===== src/design/ppm_pkg.sv =====
// Shared types, widths and constants of the photon pixel mapper.
package ppm_pkg;

  localparam int MARK_WIDTH      = 8;
  localparam int CHAN_WIDTH      = 7;
  localparam int FINE_WIDTH      = 16;
  localparam int X_WIDTH         = 21;
  localparam int LINE_WIDTH      = 17;
  localparam int PIX_WIDTH       = 13;
  localparam int CFG_DATA_WIDTH  = 32;
  localparam int CFG_INDEX_WIDTH = 3;
  localparam int QUEUE_DEPTH     = 4;

  // Quotient bits of the scaling divider; anything at or above 2^22 saturates.
  localparam int QUOT_BITS = 23;
  localparam int CNT_WIDTH = $clog2(QUOT_BITS);
  localparam int X_CAP     = 1 << 22;

  localparam logic signed [LINE_WIDTH-1:0] LINE_MAX = 17'sd65535;
  localparam logic signed [PIX_WIDTH-1:0]  PIX_MAX  = 13'sd4095;
  localparam logic signed [X_WIDTH-1:0]    X_MAX    = 21'sh0FFFFF;
  localparam logic signed [X_WIDTH-1:0]    X_MIN    = 21'sh100000;

  typedef enum logic [CFG_INDEX_WIDTH-1:0] {
    REG_MARKER_MASKS     = 3'd0,
    REG_LINE_DURATION    = 3'd1,
    REG_INTERLINE_PERIOD = 3'd2,
    REG_PIXELS_PER_LINE  = 3'd3,
    REG_MIRROR_PHASE     = 3'd4,
    REG_FLIP_MODE        = 3'd5,
    REG_FRAME_INDEX      = 3'd6
  } reg_index_t;

  typedef struct packed {
    logic [31:0]                marker_masks;
    logic [31:0]                line_duration;
    logic [31:0]                interline_period;
    logic [PIX_WIDTH-1:0]       pixels_per_line;
    logic signed [X_WIDTH-1:0]  mirror_phase;
    logic [1:0]                 flip_mode;
    logic [15:0]                frame_index;
  } cfg_t;

  // Width of one queue word between the front and the back end.
  function automatic int entry_width(input int tw);
    return PIX_WIDTH + LINE_WIDTH + 2 * tw + CHAN_WIDTH + FINE_WIDTH;
  endfunction

endpackage


===== src/design/ppm_if.sv =====
// Handshake interfaces for the event, result and configuration channels.
interface ppm_event_if #(parameter int TIME_WIDTH = 48);
  import ppm_pkg::*;
  logic                  valid;
  logic                  ready;
  logic [MARK_WIDTH-1:0] event_mark;
  logic [TIME_WIDTH-1:0] arrival_time;
  logic [FINE_WIDTH-1:0] fine_time;
  logic [CHAN_WIDTH-1:0] detector_channel;
  modport source (output valid, event_mark, arrival_time, fine_time, detector_channel,
                  input ready);
  modport sink (input valid, event_mark, arrival_time, fine_time, detector_channel,
                output ready);
endinterface

interface ppm_result_if #(parameter int TIME_WIDTH = 48);
  import ppm_pkg::*;
  logic                         valid;
  logic                         ready;
  logic signed [X_WIDTH-1:0]    x_position;
  logic signed [LINE_WIDTH-1:0] line_number;
  logic [CHAN_WIDTH-1:0]        photon_channel;
  logic [FINE_WIDTH-1:0]        photon_fine_time;
  logic [TIME_WIDTH-1:0]        photon_arrival;
  modport source (output valid, x_position, line_number, photon_channel, photon_fine_time,
                  photon_arrival, input ready);
  modport sink (input valid, x_position, line_number, photon_channel, photon_fine_time,
                photon_arrival, output ready);
endinterface

interface ppm_cfg_if;
  import ppm_pkg::*;
  logic                       valid;
  logic                       ready;
  logic [CFG_INDEX_WIDTH-1:0] index;
  logic [CFG_DATA_WIDTH-1:0]  data;
  modport source (output valid, index, data, input ready);
  modport sink (input valid, index, data, output ready);
endinterface


===== src/design/ppm_regs.sv =====
// Configuration register file of the photon pixel mapper.
module ppm_regs (
  input  logic          clk,
  input  logic          rst,
  ppm_cfg_if.sink       cfg,
  output ppm_pkg::cfg_t regs
);
  import ppm_pkg::*;

  assign cfg.ready = !rst;

  always_ff @(posedge clk) begin
    if (rst) begin
      regs.marker_masks     <= '0;
      regs.line_duration    <= 32'd1;
      regs.interline_period <= '0;
      regs.pixels_per_line  <= 13'd256;
      regs.mirror_phase     <= '0;
      regs.flip_mode        <= '0;
      regs.frame_index      <= '0;
    end else if (cfg.valid) begin
      case (cfg.index)
        REG_MARKER_MASKS:     regs.marker_masks <= cfg.data;
        REG_LINE_DURATION:    regs.line_duration <= cfg.data;
        REG_INTERLINE_PERIOD: regs.interline_period <= cfg.data;
        REG_PIXELS_PER_LINE:  regs.pixels_per_line <= cfg.data[PIX_WIDTH-1:0];
        REG_MIRROR_PHASE:     regs.mirror_phase <= $signed(cfg.data[X_WIDTH-1:0]);
        REG_FLIP_MODE:        regs.flip_mode <= cfg.data[1:0];
        REG_FRAME_INDEX:      regs.frame_index <= cfg.data[15:0];
        default: ;
      endcase
    end
  end

endmodule


===== src/design/ppm_front.sv =====
// Front end: decodes marker bits, tracks line and pixel state, queues photon words.
module ppm_front #(
  parameter int TIME_WIDTH = 48
) (
  input  logic                                        clk,
  input  logic                                        rst,
  ppm_event_if.sink                                   events,
  input  ppm_pkg::cfg_t                               regs,
  input  logic                                        q_full,
  output logic                                        q_push,
  output logic [ppm_pkg::entry_width(TIME_WIDTH)-1:0] q_data
);
  import ppm_pkg::*;

  logic signed [LINE_WIDTH-1:0] line_count;
  logic signed [LINE_WIDTH-1:0] line_count_next;
  logic signed [PIX_WIDTH-1:0]  pixel_count;
  logic signed [PIX_WIDTH-1:0]  pixel_count_next;
  logic signed [PIX_WIDTH-1:0]  pixel_base;
  logic [TIME_WIDTH-1:0]        line_origin;
  logic [TIME_WIDTH-1:0]        line_origin_next;
  logic                         line_open;
  logic                         line_open_next;
  logic [TIME_WIDTH-1:0]        diff;
  logic                         hit_start;
  logic                         hit_end;
  logic                         hit_pix;
  logic                         closing;
  logic                         starting;
  logic                         photon;
  logic                         accept;

  assign events.ready = !rst && !q_full;
  assign accept       = events.valid && events.ready;

  always_comb begin
    hit_start = |(events.event_mark & regs.marker_masks[7:0]);
    hit_end   = |(events.event_mark & regs.marker_masks[15:8]);
    hit_pix   = |(events.event_mark & regs.marker_masks[23:16]);
    photon    = events.event_mark == regs.marker_masks[31:24];

    // A line end only counts while a line is open, and then it masks a start.
    closing  = hit_end && line_open;
    starting = !closing && hit_start;

    line_open_next = closing ? 1'b0 : (starting ? 1'b1 : line_open);
    line_origin_next = starting ? events.arrival_time : line_origin;
    line_count_next = (starting && line_count != LINE_MAX) ? line_count + 17'sd1 : line_count;

    pixel_base = starting ? '1 : pixel_count;
    pixel_count_next = (hit_pix && pixel_base != PIX_MAX) ? pixel_base + 13'sd1 : pixel_base;

    diff = events.arrival_time - line_origin_next;
  end

  assign q_push = accept && photon;
  assign q_data = {pixel_count_next, line_count_next, diff, events.detector_channel,
                   events.fine_time, events.arrival_time};

  always_ff @(posedge clk) begin
    if (rst) begin
      line_count  <= '1;
      pixel_count <= '1;
      line_origin <= '0;
      line_open   <= 1'b0;
    end else if (accept) begin
      line_count  <= line_count_next;
      pixel_count <= pixel_count_next;
      line_origin <= line_origin_next;
      line_open   <= line_open_next;
    end
  end

endmodule


===== src/design/ppm_fifo.sv =====
// Short word queue between the front and the back end.
module ppm_fifo #(
  parameter int WIDTH = 8,
  parameter int DEPTH = 4
) (
  input  logic             clk,
  input  logic             rst,
  input  logic             push,
  input  logic [WIDTH-1:0] push_data,
  input  logic             pop,
  output logic [WIDTH-1:0] pop_data,
  output logic             full,
  output logic             empty
);
  localparam int PTR_W = $clog2(DEPTH);
  localparam int CNT_W = $clog2(DEPTH + 1);

  logic [WIDTH-1:0] mem [DEPTH];
  logic [PTR_W-1:0] wr_ptr;
  logic [PTR_W-1:0] rd_ptr;
  logic [CNT_W-1:0] count;

  assign full     = count == CNT_W'(DEPTH);
  assign empty    = count == '0;
  assign pop_data = mem[rd_ptr];

  always_ff @(posedge clk) begin
    if (push) begin
      mem[wr_ptr] <= push_data;
    end
  end

  always_ff @(posedge clk) begin
    if (rst) begin
      wr_ptr <= '0;
      rd_ptr <= '0;
      count  <= '0;
    end else begin
      if (push) begin
        wr_ptr <= (wr_ptr == PTR_W'(DEPTH - 1)) ? '0 : wr_ptr + 1'b1;
      end
      if (pop) begin
        rd_ptr <= (rd_ptr == PTR_W'(DEPTH - 1)) ? '0 : rd_ptr + 1'b1;
      end
      if (push && !pop) begin
        count <= count + 1'b1;
      end else if (pop && !push) begin
        count <= count - 1'b1;
      end
    end
  end

  a_no_overflow: assert property (@(posedge clk) disable iff (rst) full |-> !push)
    else $error("word pushed into a full queue");
  a_count_range: assert property (@(posedge clk) disable iff (rst) count <= CNT_W'(DEPTH))
    else $error("queue fill count out of range");
  a_pop_nonempty: assert property (@(posedge clk) disable iff (rst) empty |-> !pop)
    else $error("word popped from an empty queue");

endmodule


===== src/design/ppm_back.sv =====
// Back end: line wraparound, time-to-pixel scaling by a serial divider, mirroring.
module ppm_back #(
  parameter int TIME_WIDTH  = 48,
  parameter int X_FRAC_BITS = 8
) (
  input  logic                                        clk,
  input  logic                                        rst,
  input  ppm_pkg::cfg_t                               regs,
  input  logic                                        q_empty,
  input  logic [ppm_pkg::entry_width(TIME_WIDTH)-1:0] q_data,
  output logic                                        q_pop,
  ppm_result_if.source                                results
);
  import ppm_pkg::*;

  localparam int MW   = PIX_WIDTH + X_FRAC_BITS;
  localparam int PW   = TIME_WIDTH + MW;
  localparam int HL   = TIME_WIDTH / 2;
  localparam int HH   = TIME_WIDTH - HL;
  localparam int XW   = (((14 + X_FRAC_BITS) > 24) ? (14 + X_FRAC_BITS) : 24) + 2;

  typedef enum logic [2:0] {
    S_IDLE, S_MUL_LO, S_MUL_HI, S_CHECK, S_DIV, S_FIN
  } state_t;

  state_t state;

  // Queue word fields.
  logic signed [PIX_WIDTH-1:0]  e_pix;
  logic signed [LINE_WIDTH-1:0] e_line;
  logic [TIME_WIDTH-1:0]        e_diff;
  logic [CHAN_WIDTH-1:0]        e_chan;
  logic [FINE_WIDTH-1:0]        e_fine;
  logic [TIME_WIDTH-1:0]        e_arr;

  assign {e_pix, e_line, e_diff, e_chan, e_fine, e_arr} = q_data;

  // Per-item working registers.
  logic [TIME_WIDTH-1:0]        mag;
  logic                         neg;
  logic [PW-1:0]                acc;
  logic [31:0]                  rem;
  logic [QUOT_BITS-1:0]         quot;
  logic [QUOT_BITS-1:0]         plo;
  logic                         sat;
  logic [CNT_WIDTH-1:0]         cnt;
  logic signed [PIX_WIDTH-1:0]  pix_reg;
  logic signed [LINE_WIDTH-1:0] line_reg;
  logic                         odd_reg;
  logic [CHAN_WIDTH-1:0]        chan_reg;
  logic [FINE_WIDTH-1:0]        fine_reg;
  logic [TIME_WIDTH-1:0]        arr_reg;

  // Output register.
  logic                         res_valid;
  logic signed [X_WIDTH-1:0]    res_x;
  logic signed [LINE_WIDTH-1:0] res_line;
  logic [CHAN_WIDTH-1:0]        res_chan;
  logic [FINE_WIDTH-1:0]        res_fine;
  logic [TIME_WIDTH-1:0]        res_arr;

  logic [31:0]                  l_eff;
  logic [MW-1:0]                m_val;
  logic                         pix_mode;
  logic [32:0]                  half_sum;
  logic [TIME_WIDTH-1:0]        inter_t;
  logic                         late;
  logic                         below;
  logic [TIME_WIDTH-1:0]        mag_next;
  logic signed [LINE_WIDTH:0]   photon_line;
  logic signed [LINE_WIDTH-1:0] line_sat;
  logic                         odd;
  logic [HL+MW-1:0]             prod_lo;
  logic [HH+MW-1:0]             prod_hi;
  logic [32:0]                  r2;
  logic [32:0]                  r2_diff;
  logic                         ge;
  logic signed [XW-1:0]         v_mag;
  logic signed [XW-1:0]         x_time;
  logic signed [XW-1:0]         x_pix;
  logic signed [XW-1:0]         x_base;
  logic signed [XW-1:0]         ppl_one;
  logic signed [XW-1:0]         x_flip;
  logic signed [XW-1:0]         x_fin;
  logic signed [X_WIDTH-1:0]    x_out;
  logic                         flip;
  logic                         out_free;

  always_comb begin
    l_eff    = (regs.line_duration == '0) ? 32'd1 : regs.line_duration;
    m_val    = MW'(regs.pixels_per_line) << X_FRAC_BITS;
    pix_mode = regs.marker_masks[23:16] != '0;

    // In time mode, photons past the midpoint between lines belong to the next line.
    half_sum = {1'b0, regs.interline_period} + {1'b0, l_eff};
    inter_t  = TIME_WIDTH'(regs.interline_period);
    late     = !pix_mode && (e_diff > TIME_WIDTH'(half_sum[32:1]));
    below    = e_diff < inter_t;
    if (!late) begin
      mag_next = e_diff;
    end else if (below) begin
      mag_next = inter_t - e_diff;
    end else begin
      mag_next = e_diff - inter_t;
    end

    photon_line = (LINE_WIDTH + 1)'(e_line) + {{LINE_WIDTH{1'b0}}, late};
    line_sat  = (photon_line > (LINE_WIDTH + 1)'(LINE_MAX)) ? LINE_MAX
                                                            : photon_line[LINE_WIDTH-1:0];
    // Line -1 and line 0 never count as odd; parity uses the unsaturated index.
    odd = !photon_line[LINE_WIDTH] && photon_line[0];

    prod_lo = mag[HL-1:0] * m_val;
    prod_hi = mag[TIME_WIDTH-1:HL] * m_val;

    r2      = {rem, plo[QUOT_BITS-1]};
    r2_diff = r2 - {1'b0, l_eff};
    ge      = r2 >= {1'b0, l_eff};

    v_mag  = (sat || quot > QUOT_BITS'(X_CAP)) ? XW'(X_CAP) : XW'(quot);
    x_time = neg ? -v_mag : v_mag;
    x_pix  = XW'(pix_reg) <<< X_FRAC_BITS;
    x_base = pix_mode ? x_pix : x_time;

    ppl_one = (XW'(regs.pixels_per_line) - XW'(1)) <<< X_FRAC_BITS;
    x_flip  = ppl_one - x_base - XW'(regs.mirror_phase);
    flip    = (regs.flip_mode[0] && odd_reg) || (regs.flip_mode[1] && regs.frame_index[0]);
    x_fin   = flip ? x_flip : x_base;

    if (x_fin > XW'(X_MAX)) begin
      x_out = X_MAX;
    end else if (x_fin < XW'(X_MIN)) begin
      x_out = X_MIN;
    end else begin
      x_out = x_fin[X_WIDTH-1:0];
    end

    out_free = !res_valid || results.ready;
  end

  assign q_pop = (state == S_IDLE) && !q_empty;

  always_ff @(posedge clk) begin
    if (rst) begin
      state     <= S_IDLE;
      res_valid <= 1'b0;
    end else begin
      if (results.ready && !(state == S_FIN && out_free)) begin
        res_valid <= 1'b0;
      end
      case (state)
        S_IDLE: begin
          if (!q_empty) begin
            mag      <= mag_next;
            neg      <= late && below;
            pix_reg  <= e_pix;
            line_reg <= line_sat;
            odd_reg  <= odd;
            chan_reg <= e_chan;
            fine_reg <= e_fine;
            arr_reg  <= e_arr;
            state    <= pix_mode ? S_FIN : S_MUL_LO;
          end
        end
        S_MUL_LO: begin
          acc   <= PW'(prod_lo);
          state <= S_MUL_HI;
        end
        S_MUL_HI: begin
          acc   <= acc + (PW'(prod_hi) << HL);
          state <= S_CHECK;
        end
        S_CHECK: begin
          // A quotient of 2^23 or more is flagged as saturated.
          sat   <= acc[PW-1:QUOT_BITS] >= l_eff;
          rem   <= 32'(acc[PW-1:QUOT_BITS]);
          plo   <= acc[QUOT_BITS-1:0];
          quot  <= '0;
          cnt   <= '0;
          state <= S_DIV;
        end
        S_DIV: begin
          rem  <= ge ? r2_diff[31:0] : r2[31:0];
          quot <= {quot[QUOT_BITS-2:0], ge};
          plo  <= plo << 1;
          cnt  <= cnt + 1'b1;
          if (cnt == CNT_WIDTH'(QUOT_BITS - 1)) begin
            state <= S_FIN;
          end
        end
        S_FIN: begin
          if (out_free) begin
            res_valid <= 1'b1;
            res_x     <= x_out;
            res_line  <= line_reg;
            res_chan  <= chan_reg;
            res_fine  <= fine_reg;
            res_arr   <= arr_reg;
            state     <= S_IDLE;
          end
        end
        default: state <= S_IDLE;
      endcase
    end
  end

  assign results.valid            = res_valid;
  assign results.x_position       = res_x;
  assign results.line_number      = res_line;
  assign results.photon_channel   = res_chan;
  assign results.photon_fine_time = res_fine;
  assign results.photon_arrival   = res_arr;

  a_pop_ok: assert property (@(posedge clk) disable iff (rst) q_pop |-> !q_empty)
    else $error("back end popped an empty queue");
  a_rem_below: assert property (@(posedge clk) disable iff (rst)
                                (state == S_DIV && !sat) |-> rem < l_eff)
    else $error("divider remainder not below the line duration");
  a_hold_result: assert property (@(posedge clk) disable iff (rst)
                                  (state == S_FIN && res_valid && !results.ready)
                                  |=> (state == S_FIN && res_valid))
    else $error("result word overwritten before it was taken");

endmodule


===== src/design/photon_pixel_mapper_core.sv =====
// Top level of the photon pixel mapper: registers, front end, queue and back end.
// Events without a photon mark are taken one per cycle while the four-word queue has room.
// Photon words in time mode pass through a split multiply and the 23-step serial divider
// in the back end; with pixel markers in use they skip both. The back end takes one word
// at a time and holds a finished result until the result channel can take it.
// Synchronous reset restores register defaults, line -1, pixel -1 and an empty queue.
module photon_pixel_mapper_core #(
  parameter int TIME_WIDTH  = 48,
  parameter int X_FRAC_BITS = 8
) (
  input  logic          clk,
  input  logic          rst,
  ppm_event_if.sink     events,
  ppm_result_if.source  results,
  ppm_cfg_if.sink       cfg
);
  import ppm_pkg::*;

  localparam int EW = entry_width(TIME_WIDTH);

  cfg_t          regs;
  logic          q_push;
  logic          q_pop;
  logic          q_full;
  logic          q_empty;
  logic [EW-1:0] q_in;
  logic [EW-1:0] q_out;

  ppm_regs u_regs (
    .clk  (clk),
    .rst  (rst),
    .cfg  (cfg),
    .regs (regs)
  );

  ppm_front #(
    .TIME_WIDTH (TIME_WIDTH)
  ) u_front (
    .clk    (clk),
    .rst    (rst),
    .events (events),
    .regs   (regs),
    .q_full (q_full),
    .q_push (q_push),
    .q_data (q_in)
  );

  ppm_fifo #(
    .WIDTH (EW),
    .DEPTH (QUEUE_DEPTH)
  ) u_fifo (
    .clk       (clk),
    .rst       (rst),
    .push      (q_push),
    .push_data (q_in),
    .pop       (q_pop),
    .pop_data  (q_out),
    .full      (q_full),
    .empty     (q_empty)
  );

  ppm_back #(
    .TIME_WIDTH  (TIME_WIDTH),
    .X_FRAC_BITS (X_FRAC_BITS)
  ) u_back (
    .clk     (clk),
    .rst     (rst),
    .regs    (regs),
    .q_empty (q_empty),
    .q_data  (q_out),
    .q_pop   (q_pop),
    .results (results)
  );

endmodule

===== src/flat_wrapper.sv =====
// flat-port wrapper written by rule: the top's interface ports become plain ports
module photon_pixel_mapper_core_flat import ppm_pkg::*;
#(
  parameter int TIME_WIDTH  = 48,
  parameter int X_FRAC_BITS = 8
)
  (clk, rst, events_valid, events_event_mark, events_arrival_time, events_fine_time, events_detector_channel, events_ready, results_valid, results_x_position, results_line_number, results_photon_channel, results_photon_fine_time, results_photon_arrival, results_ready, cfg_valid, cfg_index, cfg_data, cfg_ready);
  ppm_event_if #(.TIME_WIDTH(TIME_WIDTH)) events_i ();
  ppm_result_if #(.TIME_WIDTH(TIME_WIDTH)) results_i ();
  ppm_cfg_if cfg_i ();
  input  logic clk;
  input  logic rst;
  input wire logic [$bits(events_i.valid)-1:0] events_valid;
  input wire logic [$bits(events_i.event_mark)-1:0] events_event_mark;
  input wire logic [$bits(events_i.arrival_time)-1:0] events_arrival_time;
  input wire logic [$bits(events_i.fine_time)-1:0] events_fine_time;
  input wire logic [$bits(events_i.detector_channel)-1:0] events_detector_channel;
  output wire logic [$bits(events_i.ready)-1:0] events_ready;
  output wire logic [$bits(results_i.valid)-1:0] results_valid;
  output wire logic [$bits(results_i.x_position)-1:0] results_x_position;
  output wire logic [$bits(results_i.line_number)-1:0] results_line_number;
  output wire logic [$bits(results_i.photon_channel)-1:0] results_photon_channel;
  output wire logic [$bits(results_i.photon_fine_time)-1:0] results_photon_fine_time;
  output wire logic [$bits(results_i.photon_arrival)-1:0] results_photon_arrival;
  input wire logic [$bits(results_i.ready)-1:0] results_ready;
  input wire logic [$bits(cfg_i.valid)-1:0] cfg_valid;
  input wire logic [$bits(cfg_i.index)-1:0] cfg_index;
  input wire logic [$bits(cfg_i.data)-1:0] cfg_data;
  output wire logic [$bits(cfg_i.ready)-1:0] cfg_ready;
  assign events_i.valid = events_valid;
  assign events_i.event_mark = events_event_mark;
  assign events_i.arrival_time = events_arrival_time;
  assign events_i.fine_time = events_fine_time;
  assign events_i.detector_channel = events_detector_channel;
  assign events_ready = events_i.ready;
  assign results_valid = results_i.valid;
  assign results_x_position = results_i.x_position;
  assign results_line_number = results_i.line_number;
  assign results_photon_channel = results_i.photon_channel;
  assign results_photon_fine_time = results_i.photon_fine_time;
  assign results_photon_arrival = results_i.photon_arrival;
  assign results_i.ready = results_ready;
  assign cfg_i.valid = cfg_valid;
  assign cfg_i.index = cfg_index;
  assign cfg_i.data = cfg_data;
  assign cfg_ready = cfg_i.ready;
  photon_pixel_mapper_core #(.TIME_WIDTH(TIME_WIDTH), .X_FRAC_BITS(X_FRAC_BITS)) u_core (.clk(clk), .rst(rst), .events(events_i), .results(results_i), .cfg(cfg_i));
endmodule

===== config.mk =====
export PLATFORM = sky130hd
export DESIGN_NAME = photon_pixel_mapper_core_flat
export DESIGN_NICKNAME = d
export VERILOG_FILES = /design/src/design/ppm_pkg.sv /design/src/design/ppm_if.sv /design/src/design/ppm_regs.sv /design/src/design/ppm_front.sv /design/src/design/ppm_fifo.sv /design/src/design/ppm_back.sv /design/src/design/photon_pixel_mapper_core.sv /design/src/flat_wrapper.sv
export SDC_FILE = /design/constraint.sdc
export NUM_CORES = 2
export LEC_CHECK = 0
export ABC_AREA = 1
export BUFFER_PORTS_ARGS = -buffer_cell sky130_fd_sc_hd__buf_2
export CORE_MARGIN = 10
export CORE_UTILIZATION = 58
export CTS_BUF_LIST = sky130_fd_sc_hd__clkbuf_16
export DETAILED_ROUTE_END_ITERATION = 16
export PLACE_DENSITY = 0.78
export SLEW_MARGIN = 5
export SYNTH_ARGS = -nofsm -noshare
export SYNTH_HDL_FRONTEND = slang
export SYNTH_SLANG_ARGS = --single-unit

===== constraint.sdc =====
create_clock -name clk -period 9.8 [get_ports clk]
set_clock_uncertainty 0.2 [all_clocks]
set_input_delay 1.47 -clock clk [delete_from_list [all_inputs] [get_ports clk]]
set_output_delay 1.47 -clock clk [all_outputs]
set_load 0.02 [all_outputs]

Yosys cells after proc, flatten, opt, wreduce, memory -nomap -nowiden --
Memory sizes are Yosys's and may differ from the RTL's. A register that Yosys moved wholly into a read port is not among the register bits. Cells that the tools add are included.
Storage, ports and cells: bits in registers 636, RAM bits 596, input port bits 119, output and inout bits 112, memories kept 1
Memories:
- u_core.u_fifo.mem | depth 4, bits a word 149, read ports 1, clocked after Yosys merged registers in 1, wr ports 1, RTL line ppm_fifo.sv:18 | logic [WIDTH-1:0] mem [DEPTH];
Cells by class: add/subtract/negate cells 18, multiply operators 2, order comparisons 8, eq/ne operators 21, muxes and demuxes 36, bitwise operators 5, reduce and logical (&&, ||, !) cells 56
Operators with widths (number):
- two-way mux 48 bit | 3
- one-hot mux 69 bit (2 select lines) | 1
- one-hot mux 23 bit (2 select lines) | 2
- two-way mux 26 bit | 3
- multiplier 24 x 13 -> 37 bit | 2
- adder 69 bit | 1
- two-way mux 32 bit | 2
- one-hot mux 32 bit (2 select lines) | 1
- greater-than comparator 48 x 32 -> 1 bit | 1
- less-than comparator 48 x 32 -> 1 bit | 1
- subtractor 32 x 48 -> 48 bit | 1
- subtractor 48 x 32 -> 48 bit | 1
- subtractor 48 bit | 1
- greater-or-equal comparator 46 x 32 -> 1 bit | 1
- adder 32 x 32 -> 33 bit | 1
- greater-or-equal comparator 33 x 32 -> 1 bit | 1
- logical NOT 32 bit | 1
- subtractor 32 bit | 1
- greater-than comparator 26 x 21 -> 1 bit, second input constant | 1
- less-than comparator 26 x 21 -> 1 bit, second input constant | 1
- two-way mux 13 bit | 2
- negation 23 -> 26 bit | 1
- subtractor 22 x 26 -> 26 bit | 1
- subtractor 26 x 21 -> 26 bit | 1
- other kinds (38) | 114

Longest topological paths before layout --
word-level depth 11, mapped depth 44, depth with buffers taken out 40

By module --
A second synthesis with hierarchy kept.
Second synthesis, totals: cells, all modules 9890, area total of the unflattened synthesis 85803.5 µm²
By module, submodules not included:
- ppm_back | times used 1, cells each 6140, area an instance 49070.8 µm², seq. area each 12001.5 µm²
- ppm_fifo | times used 1, cells each 1499, area an instance 22526.6 µm², seq. area each 18077.3 µm²
- ppm_front | times used 1, cells each 1398, area an instance 8345.5 µm², seq. area each 1581.5 µm²
- ppm_regs | times used 1, cells each 853, area an instance 5860.6 µm², seq. area each 2962.8 µm²

Worst setup path after synthesis --
Ideal clock, no wire load.
path kind input to register, start point in rst, end point reg u_core.u_back.res_line[0] (netlist: u_core.u_back.results.line_number[0]) (enable), setup time 0.710 ns, arrival 9.081 ns, path slack -0.191 ns, stages 2, buffers on the path 1, cells stage by stage clkbuf_1 > nor3_1
Between the ends: word-level cells in the longest chain between the ends 2
Ends and longest elaborated chain:
- start: declaration | RTL line flat_wrapper.sv:12 | input logic rst;
- NOT 1 bit (no source line)
- AND reduction 3 bit (no source line)
- end signal: assignment | RTL line ppm_back.sv:195 | res_line <= line_reg;
- end: declaration | RTL line ppm_back.sv:57 | logic signed [LINE_WIDTH-1:0] res_line;
Every way passes these cells. A chain may end at the register's enable or synchronous reset.

Worst setup path after layout --
start point reg, netlist name u_core.u_regs.regs[42], end point reg u_core.u_back.acc[68], data pin
Between the ends: word-level cells in the longest chain between the ends 3
Ends and longest elaborated chain:
- multiplier 24 x 13 -> 37 bit | RTL line ppm_back.sv:114 | prod_hi = mag[TIME_WIDTH-1:HL] * m_val;
- adder 69 bit | RTL line ppm_back.sv:170 | acc <= acc + (PW'(prod_hi) << HL);
- one-hot mux 69 bit (2 select lines) | RTL line ppm_back.sv:151 | case (state)
- end signal: assignment | RTL line ppm_back.sv:166 | acc <= PW'(prod_lo);
- end signal: assignment | RTL line ppm_back.sv:170
- end: declaration | RTL line ppm_back.sv:41 | logic [PW-1:0] acc;
Every way passes these cells.

==> results.sh <==
export IMPL_reg_largest_list="u_core.u_fifo.mem (596), u_core.u_regs.regs (133), u_core.u_back.acc (61)"
export IMPL_drive_above_1_share=0.0622
export IMPL_hp_start="u_core.u_back.fine_reg[7]"
export IMPL_holdPathStages=0
export IMPL_yosys_top_cells_area="edfxtp_1 (36%), fa_1 (12%), nand2_1 (8.6%)"
export IMPL_rsz0062_at_grt="false"
export IMPL_yosys_warnings=0
export IMPL_cts_tree="built"
export IMPL_cts_buffers=131
export IMPL_synth_distinct_cells=72
export IMPL_async_flop_share=0
export IMPL_largest_reg_flops=596
export IMPL_post_cts_buffers=0
export IMPL_wl_per_cell_um=21.0
export IMPL_antenna_found_initial=14
export IMPL_fin_cells=11235
export IMPL_synthMuxAreaShare=0.000364
export IMPL_start_util=0.584
export IMPL_fmax_ghz=0.123
export IMPL_finalMaxSlewViolations=0
export IMPL_grtUsageTotal=0.294
export IMPL_syn_inst=9206
export IMPL_hold_violations=0
export IMPL_io_buffers=230
export IMPL_fin_crit_ps=8130
export IMPL_postCtsHoldBufs=0
export IMPL_synth_main_ff_cell="edfxtp_1"
export IMPL_outcome="complete, no violations"
export IMPL_synthTopCellsByCount="nand2_1 (1887), inv_1 (1383), edfxtp_1 (993), nor2_1 (764), o21ai_0 (717)"
export IMPL_r2r_slack_ps=1670
export IMPL_post_synth_top_area_cell="edfxtp_1"
export IMPL_avgSynthCellArea_um2=8.97
export IMPL_clk_pin_slew_ps=60
export IMPL_holdPathEnd="u_core.u_back.results.photon_fine_time[7]"
export IMPL_p_leak_nw=39.0
export IMPL_synth_compound_area_frac=0.127
export IMPL_grt_max_degree=133
export IMPL_end_kind="flop"
export IMPL_area_growth_pct=8.33
export IMPL_routed_wl_um=235000
export IMPL_drt_first_pass_iters=6
export IMPL_chipWidth_um=397
export IMPL_critical_path_max_stage_delay_ps=680
export IMPL_finalSetupViolCount=0
export IMPL_rr_endpoint="u_core.u_back.acc[68]"
export IMPL_dp_cells=10997
export IMPL_yosysMostFrequentCell="nand2_1"
export IMPL_critPathMaxFanout=31
export IMPL_drtIter0Drc=6718
export IMPL_finalCritPeriodShare=0.829
export IMPL_powerDensity_nw_per_um2=249
export IMPL_yosys_area_share_xor_xnor=0.0282
export IMPL_synth_edf_count=993
export IMPL_ir_drop_uv=231
export IMPL_nFillCells=11538
export IMPL_clock_latency_ps=790
export IMPL_die_area_um2=158000
export IMPL_grt_overflow_total=0
export IMPL_vias_per_cell=5.85
export IMPL_cts_resized=0
export IMPL_r2r_start="u_core.u_regs.regs[42]"
export IMPL_dp_hpwl_um=174000
export IMPL_worstSetupPathType="reg -> reg"
export IMPL_seq_area_frac_synth=0.416
export IMPL_ys_ff_latch=1218
export IMPL_placementRows=138
export IMPL_yosys_area_share_adder=0.197
export IMPL_arrival_ps=8430
export IMPL_crit_path_start_kind="flop"
export IMPL_r2r_cells=32
export IMPL_synth_top_area_frac=0.361
export IMPL_ant_nets=0
export IMPL_slowest_stage="dfxtp_2"
export IMPL_cts_sinks=1218
export IMPL_ctsHtreeMaxLevel=4
export IMPL_top_register="u_core.u_fifo.mem"
export IMPL_cts_root_buf="clkbuf_16"
export IMPL_gp_congestion=1.00
export IMPL_ios=231
export IMPL_setup_tns_ps=0
export IMPL_cts_buffer_depth=3
export IMPL_die_h_um=397
export IMPL_synth_top_family_by_area="adder cells"
export IMPL_max_slew_margin=0.147
export IMPL_drv_cap=0
export IMPL_drc=0
export IMPL_final_net_count=10354
export IMPL_syn_nets=10320
export IMPL_grt_pass1_vias=65416
export IMPL_required_ps=10100
export IMPL_hp_class="reg -> reg"
export IMPL_worstMarginPinSlew_ps=1270
export IMPL_grt_pass1_wl_um=365000
export IMPL_dr_total_vias=65778
export IMPL_core_area_um2=141000
export IMPL_syn_cell_area_um2=82500
export IMPL_synthSimpleGateAreaFrac=0.148
==> metal layers <==
| metal | GRT usage | vias up | part of all wire |
|---|---|---|---|
| met3 | 0.0515 | 554 | 0.087 |
| met1 | 0.393 | 31741 | 0.41 |
| met5 | 0 | - | 0.00038 |
| li1 | - | 30428 | - |
| met2 | 0.471 | 3041 | 0.46 |
| met4 | 0.130 | 14 | 0.046 |
==> worst max-delay path, delay by kind of cell (launching register included) <==
kind | cells | cell delay [ps]
and+or+nand+nor | 11 | 1290
buffers and inverters | 4 | 620
AOI/OAI and AO/OA | 9 | 1890
xor gates and xnor gates | 1 | 110
adders and majority gates | 7 | 3050
DFF | 1 | 680
==> logic make-up after synthesis <==
group | after synthesis
adders and majority gates | 995
and+or+nand+nor | 3045
xor gates and xnor gates | 266
AOI/OAI and AO/OA | 1882
muxes | 3
DFF | 1218
buffers and inverters | 1797
==> layout make-up <==
| cell class | count | area, um2 | share of cell area |
|---|---|---|---|
| repair buffers | 295 | 1690 | 0.0189 |
| multi-input cells | 6191 | 41400 | 0.463 |
| diodes | 1 | 2.50 | 0.0000280 |
| clock inverters | 103 | 975 | 0.0109 |
| well taps | 1890 | 2360 | 0.0264 |
| flip-flops and latches | 1218 | 34300 | 0.384 |
| clock buffers | 134 | 3350 | 0.0375 |
| inverters | 1403 | 5280 | 0.0590 |
==> cells in the final DEF, fill, tap and decap left out, types with 33 or more instances in the layout <==
cell / count
nor3_1: 57
clkbuf_16: 134
clkinv_1: 33
xor2_1: 157
ha_1: 486
fa_1: 509
nor2_1: 755
o22ai_1: 170
nand2_1: 1886
o21ai_1: 58
edfxtp_1: 993
nand4_1: 50
o21ai_0: 717
nand3_1: 180
buf_4: 61
buf_2: 230
xnor2_1: 109
o21a_1: 36
dfxtp_1: 211
a31oi_1: 51
inv_1: 1412
a21oi_1: 641
a32oi_1: 39
==> worst max-delay path by stage <==
stage                                 from                 endpoint  slack, ps  cells after the start
floorplan                              rst  u_core.u_fifo.mem[0][0]        200                      5
global placement    u_core.u_regs.regs[44]    u_core.u_back.acc[68]       1800                     34
detailed placement  u_core.u_regs.regs[41]    u_core.u_back.acc[68]       1770                     36
CTS                 u_core.u_regs.regs[41]    u_core.u_back.acc[68]       1710                     36
global route        u_core.u_regs.regs[44]    u_core.u_back.acc[64]       1070                     32
finish              u_core.u_regs.regs[42]    u_core.u_back.acc[68]       1670                     32
==> where the power goes <==
group	internal, W	switching (W)
combinational	0.00326	0.00684
clock	0.00279	0.00212
sequential	0.00657	0.000668
==> per-stage QoR <==
| step | worst slack [ps] | hold slack, ps | total power, W | utilization | cell area, um2 |
|---|---|---|---|---|---|
| 2_1_floorplan | 200 | 200 | 0.0141 | - | 82600 |
| 3_3_place_gp | 1800 | 202 | 0.0170 | 0.602 | 85100 |
| 3_5_place_dp | 1770 | 205 | 0.0172 | 0.602 | 85100 |
| 4_1_cts | 1710 | 213 | 0.0221 | 0.632 | 89400 |
| 5_1_grt | 1070 | 220 | 0.0237 | 0.632 | 89400 |
| 6_report | 1670 | 217 | 0.0222 | 0.632 | 89400 |
Note: power is estimated with default switching activity, not from simulation.
